### src/sv/acs_pkg.sv
// ----------------------------------------------------------------------------
// acs_pkg: shared types and constants for the box collide-and-slide unit
// Field widths, command and register codes, sequencer states and the
// control word that travels down the chain of box cells.
// ----------------------------------------------------------------------------
`default_nettype none

package acs_pkg;

    localparam int NUM_BOXES_DEF   = 8;
    localparam int COORD_WIDTH_DEF = 16;

    localparam int EXT_W   = 15;   // box size, unsigned Q7.8
    localparam int RAD_W   = 15;   // player radius, unsigned Q7.8
    localparam int WALLS_W = 4;
    localparam int SLOT_W  = 3;
    localparam int AXIS_W  = 2;
    localparam int CFG_W   = 15;   // widest register
    localparam int CFG_IDX_W = 1;

    localparam logic CMD_LOAD    = 1'b0;
    localparam logic CMD_RESOLVE = 1'b1;

    localparam logic [CFG_IDX_W-1:0] REG_RADIUS = 1'b0;
    localparam logic [CFG_IDX_W-1:0] REG_WALLS  = 1'b1;

    localparam int NUM_AXES = 3;

    typedef enum logic {
        ST_IDLE,
        ST_RUN
    } state_t;

    // which point test is travelling down the chain
    typedef enum logic [1:0] {
        PH_NEW,
        PH_X,
        PH_Z,
        PH_Y
    } phase_t;

    typedef struct packed {
        logic valid;
        logic hit;
    } chain_ctl_t;

    typedef struct packed {
        logic              en;
        logic [AXIS_W-1:0] axis;
    } box_wr_t;

endpackage

`default_nettype wire

### src/sv/acs_cell.sv
// ----------------------------------------------------------------------------
// acs_cell: one box of the collision table
// Holds the center and size of one box on each axis, tests the point that
// arrives from the previous cell against the box grown by the radius, and
// hands the point and the running hit flag to the next cell.
// ----------------------------------------------------------------------------
`default_nettype none

module acs_cell
    import acs_pkg::*;
#(
    parameter int COORD_WIDTH = COORD_WIDTH_DEF
)
(
    input  wire logic                          clk,
    input  wire logic                          rst_n,
    input  wire box_wr_t                       wr,
    input  wire logic signed [COORD_WIDTH-1:0] wr_center,
    input  wire logic        [EXT_W-1:0]       wr_extent,
    input  wire logic        [RAD_W-1:0]       radius,
    input  wire logic                          active,
    input  wire chain_ctl_t                    in_ctl,
    input  wire logic signed [COORD_WIDTH-1:0] in_x,
    input  wire logic signed [COORD_WIDTH-1:0] in_y,
    input  wire logic signed [COORD_WIDTH-1:0] in_z,
    output chain_ctl_t                         out_ctl,
    output logic signed [COORD_WIDTH-1:0]      out_x,
    output logic signed [COORD_WIDTH-1:0]      out_y,
    output logic signed [COORD_WIDTH-1:0]      out_z
);

    localparam int CMP_W = (COORD_WIDTH + 2 > EXT_W + 2) ? COORD_WIDTH + 2 : EXT_W + 2;

    logic signed [COORD_WIDTH-1:0] center_reg [NUM_AXES];
    logic        [EXT_W-1:0]       size_reg   [NUM_AXES];
    logic signed [COORD_WIDTH-1:0] pt         [NUM_AXES];
    logic        [NUM_AXES-1:0]    axis_in;
    logic                          in_box;
    logic [CMP_W-1:0]              lim;
    logic [CMP_W-1:0]              dbl_mag;
    logic [COORD_WIDTH:0]          diff;
    logic [COORD_WIDTH:0]          mag;

    chain_ctl_t                    ctl_reg;
    chain_ctl_t                    ctl_next;
    logic signed [COORD_WIDTH-1:0] x_reg;
    logic signed [COORD_WIDTH-1:0] y_reg;
    logic signed [COORD_WIDTH-1:0] z_reg;

    assign pt[0] = in_x;
    assign pt[1] = in_y;
    assign pt[2] = in_z;

    always_ff @(posedge clk or negedge rst_n)
    begin
        if (!rst_n)
        begin
            for (int a = 0; a < NUM_AXES; a++)
            begin
                center_reg[a] <= '0;
                size_reg[a]   <= '0;
            end
        end
        else
        begin
            for (int a = 0; a < NUM_AXES; a++)
            begin
                if (wr.en && wr.axis == AXIS_W'(a))
                begin
                    center_reg[a] <= wr_center;
                    size_reg[a]   <= wr_extent;
                end
            end
        end
    end

    // |2*(p-c)| <= size + 2*radius on every axis
    always_comb
    begin
        axis_in = '0;
        lim     = '0;
        dbl_mag = '0;
        diff    = '0;
        mag     = '0;
        for (int a = 0; a < NUM_AXES; a++)
        begin
            diff = {pt[a][COORD_WIDTH-1], pt[a]}
                 - {center_reg[a][COORD_WIDTH-1], center_reg[a]};
            mag  = diff[COORD_WIDTH] ? (~diff + 1'b1) : diff;
            dbl_mag = CMP_W'({mag, 1'b0});
            lim  = CMP_W'(size_reg[a]) + CMP_W'({radius, 1'b0});
            axis_in[a] = (dbl_mag <= lim);
        end
        in_box = &axis_in;
    end

    always_comb
    begin
        ctl_next.valid = in_ctl.valid;
        ctl_next.hit   = in_ctl.hit | (active & in_box);
    end

    always_ff @(posedge clk or negedge rst_n)
    begin
        if (!rst_n)
        begin
            ctl_reg <= '0;
        end
        else
        begin
            ctl_reg <= ctl_next;
        end
    end

    always_ff @(posedge clk)
    begin
        x_reg <= in_x;
        y_reg <= in_y;
        z_reg <= in_z;
    end

    assign out_ctl = ctl_reg;
    assign out_x   = x_reg;
    assign out_y   = y_reg;
    assign out_z   = z_reg;

endmodule

`default_nettype wire

### src/sv/aabb_collide_and_slide_unit.sv
// ----------------------------------------------------------------------------
// aabb_collide_and_slide_unit: point-versus-box collision with axis slide
// A load transaction writes one axis of one box and finishes in its own
// cycle, with no result. A resolve transaction sends test points down a
// chain of NUM_BOXES box cells, one cell per cycle. A clear move needs one
// test and done pulses once it leaves the last cell; a blocked move needs
// four tests (new point, then X, Z and Y trials), each sent as the one before
// leaves the last cell, and done pulses once the Y trial leaves it.
// busy is high from the cycle after a resolve is taken until done pulses.
// done pulses for exactly one cycle and cannot be held off; the result stays.
// ----------------------------------------------------------------------------
`default_nettype none

module aabb_collide_and_slide_unit
    import acs_pkg::*;
#(
    parameter int NUM_BOXES   = NUM_BOXES_DEF,
    parameter int COORD_WIDTH = COORD_WIDTH_DEF
)
(
    input  wire logic                          clk,
    input  wire logic                          rst_n,

    input  wire logic                          cfg_we,
    input  wire logic        [CFG_IDX_W-1:0]   cfg_index,
    input  wire logic        [CFG_W-1:0]       cfg_wdata,

    input  wire logic                          start,
    output logic                               busy,
    input  wire logic                          cmd,
    input  wire logic        [SLOT_W-1:0]      box_slot,
    input  wire logic        [AXIS_W-1:0]      box_axis,
    input  wire logic signed [COORD_WIDTH-1:0] box_center,
    input  wire logic        [EXT_W-1:0]       box_extent,
    input  wire logic signed [COORD_WIDTH-1:0] old_x,
    input  wire logic signed [COORD_WIDTH-1:0] old_y,
    input  wire logic signed [COORD_WIDTH-1:0] old_z,
    input  wire logic signed [COORD_WIDTH-1:0] new_x,
    input  wire logic signed [COORD_WIDTH-1:0] new_y,
    input  wire logic signed [COORD_WIDTH-1:0] new_z,

    output logic                               done,
    output logic signed [COORD_WIDTH-1:0]      resolved_x,
    output logic signed [COORD_WIDTH-1:0]      resolved_y,
    output logic signed [COORD_WIDTH-1:0]      resolved_z,
    output logic                               hit
);

    logic [RAD_W-1:0]   radius_reg;
    logic [WALLS_W-1:0] walls_reg;

    state_t state_reg, state_next;
    phase_t phase_reg, phase_next;

    logic signed [COORD_WIDTH-1:0] old_x_reg, old_y_reg, old_z_reg;
    logic signed [COORD_WIDTH-1:0] new_x_reg, new_y_reg, new_z_reg;
    logic signed [COORD_WIDTH-1:0] res_x_reg, res_y_reg, res_z_reg;
    logic signed [COORD_WIDTH-1:0] res_x_next, res_y_next, res_z_next;
    logic signed [COORD_WIDTH-1:0] out_x_reg, out_y_reg, out_z_reg;
    logic signed [COORD_WIDTH-1:0] out_x_next, out_y_next, out_z_next;
    logic                          hit_reg, hit_next;
    logic                          done_reg, done_next;

    logic                          accept;
    logic                          inject;
    logic signed [COORD_WIDTH-1:0] inj_x, inj_y, inj_z;
    logic signed [COORD_WIDTH-1:0] rx, ry, rz;

    chain_ctl_t                    chain_ctl [NUM_BOXES+1];
    logic signed [COORD_WIDTH-1:0] chain_x   [NUM_BOXES+1];
    logic signed [COORD_WIDTH-1:0] chain_y   [NUM_BOXES+1];
    logic signed [COORD_WIDTH-1:0] chain_z   [NUM_BOXES+1];
    chain_ctl_t                    tail;

    assign busy   = (state_reg != ST_IDLE);
    assign accept = start && !busy;
    assign tail   = chain_ctl[NUM_BOXES];

    // configuration registers
    always_ff @(posedge clk or negedge rst_n)
    begin
        if (!rst_n)
        begin
            radius_reg <= '0;
            walls_reg  <= '0;
        end
        else if (cfg_we)
        begin
            case (cfg_index)
                REG_RADIUS: radius_reg <= cfg_wdata[RAD_W-1:0];
                REG_WALLS:  walls_reg  <= cfg_wdata[WALLS_W-1:0];
                default:    ;
            endcase
        end
    end

    // chain of box cells
    assign chain_ctl[0].valid = inject;
    assign chain_ctl[0].hit   = 1'b0;
    assign chain_x[0]         = inj_x;
    assign chain_y[0]         = inj_y;
    assign chain_z[0]         = inj_z;

    for (genvar i = 0; i < NUM_BOXES; i++)
    begin : g_cell
        box_wr_t wr;
        logic    active;

        assign wr.en   = accept && (cmd == CMD_LOAD) && (int'(box_slot) == i)
                       && (int'(box_axis) < NUM_AXES);
        assign wr.axis = box_axis;
        assign active  = (int'(walls_reg) > i);

        acs_cell #(
            .COORD_WIDTH (COORD_WIDTH)
        ) u_cell (
            .clk       (clk),
            .rst_n     (rst_n),
            .wr        (wr),
            .wr_center (box_center),
            .wr_extent (box_extent),
            .radius    (radius_reg),
            .active    (active),
            .in_ctl    (chain_ctl[i]),
            .in_x      (chain_x[i]),
            .in_y      (chain_y[i]),
            .in_z      (chain_z[i]),
            .out_ctl   (chain_ctl[i+1]),
            .out_x     (chain_x[i+1]),
            .out_y     (chain_y[i+1]),
            .out_z     (chain_z[i+1])
        );
    end

    // next state
    always_comb
    begin
        state_next = state_reg;
        case (state_reg)
            ST_IDLE:
            begin
                if (accept && cmd == CMD_RESOLVE)
                begin
                    state_next = ST_RUN;
                end
            end
            ST_RUN:
            begin
                if (tail.valid && ((phase_reg == PH_NEW && !tail.hit) || phase_reg == PH_Y))
                begin
                    state_next = ST_IDLE;
                end
            end
            default: state_next = ST_IDLE;
        endcase
    end

    // sequencer outputs: which point goes into the chain, slide bookkeeping
    always_comb
    begin
        rx         = res_x_reg;
        ry         = res_y_reg;
        rz         = res_z_reg;
        inject     = 1'b0;
        inj_x      = new_x;
        inj_y      = new_y;
        inj_z      = new_z;
        phase_next = phase_reg;
        res_x_next = res_x_reg;
        res_y_next = res_y_reg;
        res_z_next = res_z_reg;
        out_x_next = out_x_reg;
        out_y_next = out_y_reg;
        out_z_next = out_z_reg;
        hit_next   = hit_reg;
        done_next  = 1'b0;
        case (state_reg)
            ST_IDLE:
            begin
                if (accept && cmd == CMD_RESOLVE)
                begin
                    inject     = 1'b1;
                    phase_next = PH_NEW;
                end
            end
            ST_RUN:
            begin
                if (tail.valid)
                begin
                    case (phase_reg)
                        PH_NEW:
                        begin
                            if (!tail.hit)
                            begin
                                done_next  = 1'b1;
                                out_x_next = new_x_reg;
                                out_y_next = new_y_reg;
                                out_z_next = new_z_reg;
                                hit_next   = 1'b0;
                            end
                            else
                            begin
                                res_x_next = old_x_reg;
                                res_y_next = old_y_reg;
                                res_z_next = old_z_reg;
                                inject     = 1'b1;
                                inj_x      = new_x_reg;
                                inj_y      = old_y_reg;
                                inj_z      = old_z_reg;
                                phase_next = PH_X;
                            end
                        end
                        PH_X:
                        begin
                            rx         = tail.hit ? res_x_reg : new_x_reg;
                            res_x_next = rx;
                            inject     = 1'b1;
                            inj_x      = rx;
                            inj_y      = old_y_reg;
                            inj_z      = new_z_reg;
                            phase_next = PH_Z;
                        end
                        PH_Z:
                        begin
                            rz         = tail.hit ? res_z_reg : new_z_reg;
                            res_z_next = rz;
                            inject     = 1'b1;
                            inj_x      = res_x_reg;
                            inj_y      = new_y_reg;
                            inj_z      = rz;
                            phase_next = PH_Y;
                        end
                        PH_Y:
                        begin
                            ry         = tail.hit ? res_y_reg : new_y_reg;
                            res_y_next = ry;
                            done_next  = 1'b1;
                            out_x_next = res_x_reg;
                            out_y_next = ry;
                            out_z_next = res_z_reg;
                            hit_next   = 1'b1;
                        end
                        default: ;
                    endcase
                end
            end
            default: ;
        endcase
    end

    always_ff @(posedge clk or negedge rst_n)
    begin
        if (!rst_n)
        begin
            state_reg <= ST_IDLE;
            phase_reg <= PH_NEW;
            done_reg  <= 1'b0;
        end
        else
        begin
            state_reg <= state_next;
            phase_reg <= phase_next;
            done_reg  <= done_next;
        end
    end

    always_ff @(posedge clk)
    begin
        if (accept && cmd == CMD_RESOLVE)
        begin
            old_x_reg <= old_x;
            old_y_reg <= old_y;
            old_z_reg <= old_z;
            new_x_reg <= new_x;
            new_y_reg <= new_y;
            new_z_reg <= new_z;
        end
        res_x_reg <= res_x_next;
        res_y_reg <= res_y_next;
        res_z_reg <= res_z_next;
        out_x_reg <= out_x_next;
        out_y_reg <= out_y_next;
        out_z_reg <= out_z_next;
        hit_reg   <= hit_next;
    end

    assign done       = done_reg;
    assign resolved_x = out_x_reg;
    assign resolved_y = out_y_reg;
    assign resolved_z = out_z_reg;
    assign hit        = hit_reg;

endmodule

`default_nettype wire

### config.mk
export PLATFORM = sky130hd
export DESIGN_NAME = aabb_collide_and_slide_unit
export DESIGN_NICKNAME = d
export VERILOG_FILES = /design/src/sv/acs_pkg.sv /design/src/sv/acs_cell.sv /design/src/sv/aabb_collide_and_slide_unit.sv
export SDC_FILE = /design/constraint.sdc
export NUM_CORES = 2
export LEC_CHECK = 0
export ABC_CLOCK_PERIOD_IN_PS = 9430
export BUFFER_PORTS_ARGS = -buffer_cell sky130_fd_sc_hd__buf_2
export CORE_AREA = 2 2 519 521
export DETAILED_ROUTE_END_ITERATION = 16
export DIE_AREA = 0 0 521 523
export PLACE_DENSITY_LB_ADDON = 0.25
export SYNTH_ARGS = -nofsm -noshare
export SYNTH_HDL_FRONTEND = slang
export SYNTH_SLANG_ARGS = --single-unit
### constraint.sdc
create_clock -name clk -period 9.43 [get_ports clk]
set_clock_uncertainty 0.15 [all_clocks]
set_input_delay 1.4145 -clock clk [delete_from_list [all_inputs] [get_ports clk]]
set_output_delay 1.4145 -clock clk [all_outputs]
set_load 0.02 [all_outputs]
==> flow_metrics.env <==
export IMPL_status="completed"
export IMPL_pin_count=204
export IMPL_post_cts_repair_setup_buffers=0
export IMPL_vias_per_cell=5.42
export IMPL_r2r_end="g_cell[0].u_cell.out_ctl[0]"
export IMPL_critPathMaxFanout=35
export IMPL_async_reset_ff_share_pct=59.7
export IMPL_antenna_found_initial=26
export IMPL_ir_worst_vdd_mv=0.133
export IMPL_slowest_stage="o21ai_0"
export IMPL_placed_cells_incl_taps=13300
export IMPL_slowest_delay_ps=830
export IMPL_cts_buffers=158
export IMPL_hp_class="reg2reg"
export IMPL_fp_row_count=190
export IMPL_min_period_ps=7530
export IMPL_chipHeight_um=523
export IMPL_crit_required_ps=10000
export IMPL_synthFlopType="dfrtp_1"
export IMPL_cp_end_kind="register"
export IMPL_root_buffer="clkbuf_16"
export IMPL_r2r_start="phase_reg[0]"
export IMPL_r2r_setup_slack_ps=1900
export IMPL_crit_cells=28
export IMPL_drc=0
export IMPL_final_antenna_net_count=0
export IMPL_mappedNetlistNets=11000
export IMPL_grt_setup_unrepaired="false"
export IMPL_synth_compound_area_share_pct=17.4
export IMPL_critPathTopFamily="compound AO/OA/AOI/OAI gates"
export IMPL_seq_area_frac_synth_pct=34.5
export IMPL_num_vias=73500
export IMPL_gr_total_overflow=0
export IMPL_ys_top_cells_by_count="ha_1 (1133), dfrtp_1 (783), inv_1 (718)"
export IMPL_largest_reg_flops=384
export IMPL_coreArea_mm2=0.267
export IMPL_port_buffers=203
export IMPL_dr_pass1_iters=8
export IMPL_syn_inst=9703
export IMPL_final_cell_count_no_fill=13600
export IMPL_gp_congestion=0.866
export IMPL_dpl_hpwl_um=201000
export IMPL_clk_latency_ps=820
export IMPL_final_nets=11200
export IMPL_areaGrowthSynthToFinish_pct=11.5
export IMPL_startpoint="phase_reg[0]"
export IMPL_yosysMostFrequentCell="ha_1"
export IMPL_drt_iter0_drc=5735
export IMPL_netlist_area_leader_share_pct=21.0
export IMPL_crit_path_start_kind="register"
export IMPL_synthXorXnorAreaFrac_pct=8.40
export IMPL_holdBufCountCts=0
export IMPL_critPathMostFrequentCell="o21ai_0"
export IMPL_synth_avg_cell_area_um2=9.60
export IMPL_cts_resized_gates=0
export IMPL_timing_worst_setup_path_type="reg2reg"
export IMPL_cts_sinks=1312
export IMPL_synth_area_leaders="dfrtp_1 (21%), ha_1 (15%), mux2_2 (7.8%)"
export IMPL_synth_seq_cells=1312
export IMPL_grt_max_degree=139
export IMPL_worst_pin_slew_ps=1200
export IMPL_synth_area_leader_cell="dfrtp_1"
export IMPL_place_ws_ps=2000
export IMPL_hold_depth=0
export IMPL_setup_worst_path_end="g_cell[0].u_cell.out_ctl[0]"
export IMPL_setup_violations_final=0
export IMPL_drive_above_1_share_pct=13.6
export IMPL_grtUsageTotal_pct=20.6
export IMPL_setup_slack_ps=1900
export IMPL_grt_pass1_wl_um=432000
export IMPL_cap_violations=0
export IMPL_p_total_mw=28.5
export IMPL_die_w_um=521
export IMPL_synth_simple_area_share_pct=11.0
export IMPL_start_util_pct=34.9
export IMPL_cts_buffer_depth=3
export IMPL_drt_wirelength_per_cell_um=21.1
export IMPL_synth_top_family_by_area="compound AO/OA/AOI/OAI gates"
export IMPL_hold_viol_final=0
export IMPL_tritoncts="built"
export IMPL_power_density_mw_per_mm2=274
export IMPL_netlist_area_mm2=0.0931
export IMPL_clkTransAtPathRegs_ps=60
export IMPL_ys_types=90
export IMPL_die_area_mm2=0.272
export IMPL_fmax_ghz=0.133
export IMPL_synth_fa_ha_area_share_pct=16.3
export IMPL_grt_pass1_vias=72100
export IMPL_synth_mux_area_share_pct=8.43
export IMPL_worstRegToRegCells=28
export IMPL_relSlewSlack_pct=20.3
export IMPL_period_share_pct=79.9
export IMPL_cp_buffers_inverters=4
export IMPL_htreeDepth=4
export IMPL_yosysWarnings=0
export IMPL_drt_wl_total_um=286000
export IMPL_fin_setup_tns_ps=0
export IMPL_crit_arrival_ps=8110
export IMPL_synth_edff_count=193
export IMPL_finalMaxSlewViolations=0
export IMPL_p_leak_nw=48.4
-- cells in the final DEF (no fill, tap or decap), drive strengths merged, types with 51 or more instances in the layout --
cell    count
a211oi     61
a21o      340
a21oi     681
a31oi      84
and2       62
buf       295
clkbuf    195
clkinv     56
dfrtp     783
dfxtp     336
edfxtp    193
ha       1133
inv       730
mux2      646
mux2i      58
nand2     536
nand2b    104
nand3     134
nand4      96
nor2      541
nor2b     101
nor3      191
nor4       51
o211ai     63
o21a      117
o21ai     619
o21bai     84
o31ai      57
or3        61
xnor2     511
xor2      382
-- power by group --
part	internal, mW	leakage [nW]	switching (mW)
sequential	6.52	14.5	0.672
combinational	6.23	31.3	8.67
clock	3.74	2.63	2.66
-- metrics by stage --
step	hold WS [ps]	area, um^2	utilization [%]
3_3_place_gp	182	98400	36.9
2_1_floorplan	181	93100	-
4_1_cts	200	104000	38.9
6_report	198	104000	38.9
5_1_grt	210	104000	38.9
3_5_place_dp	186	98400	36.9
-- area by class of cell --
cell class	count	area (um^2)
fillers	26300	163000
multi-input cells	7390	57400
flip-flops and latches	1312	32100
well taps	3552	4440
clock buffers	194	4250
inverters	718	2700
repair buffers	296	1770
clock inverters	99	1160
diodes	17	42.5
-- routing by layer --
metal	up-vias	routed length [um]	GRT usage (%)
met3	425	15100	2.14
met4	0	11200	7.79
li1	35400	-	-
met2	1954	130000	33.6
met1	35800	130000	28.0
met5	-	0	0
-- cells by family (layout without fill, tap and decap cells) --
logic type | Yosys count | count (layout)
compound gates | 2526 | 2526
simple gates | 2086 | 2086
flops | 1312 | 1312
fa+ha+maj | 1181 | 1181
buf+inv | 1001 | 1307
xor+xnor | 893 | 893
mux | 704 | 704
other cells | 0 | 17
-- worst min-delay path by stage --
stage / startpoint / endpoint / slack (ps)
4_1_cts: g_cell[4].u_cell.out_x[0] / g_cell[5].u_cell.out_x[0] / 200
3_3_place_gp: g_cell[3].u_cell.out_ctl[1] / g_cell[4].u_cell.out_ctl[1] / 180
3_5_place_dp: g_cell[4].u_cell.out_x[0] / g_cell[5].u_cell.out_x[0] / 190
6_report: g_cell[4].u_cell.out_x[0] / g_cell[5].u_cell.out_x[0] / 200
2_1_floorplan: g_cell[0].u_cell.out_x[0] / g_cell[1].u_cell.out_x[0] / 180
5_1_grt: g_cell[2].u_cell.out_y[0] / g_cell[3].u_cell.out_y[0] / 210
(Power assumes the default switching activity.)
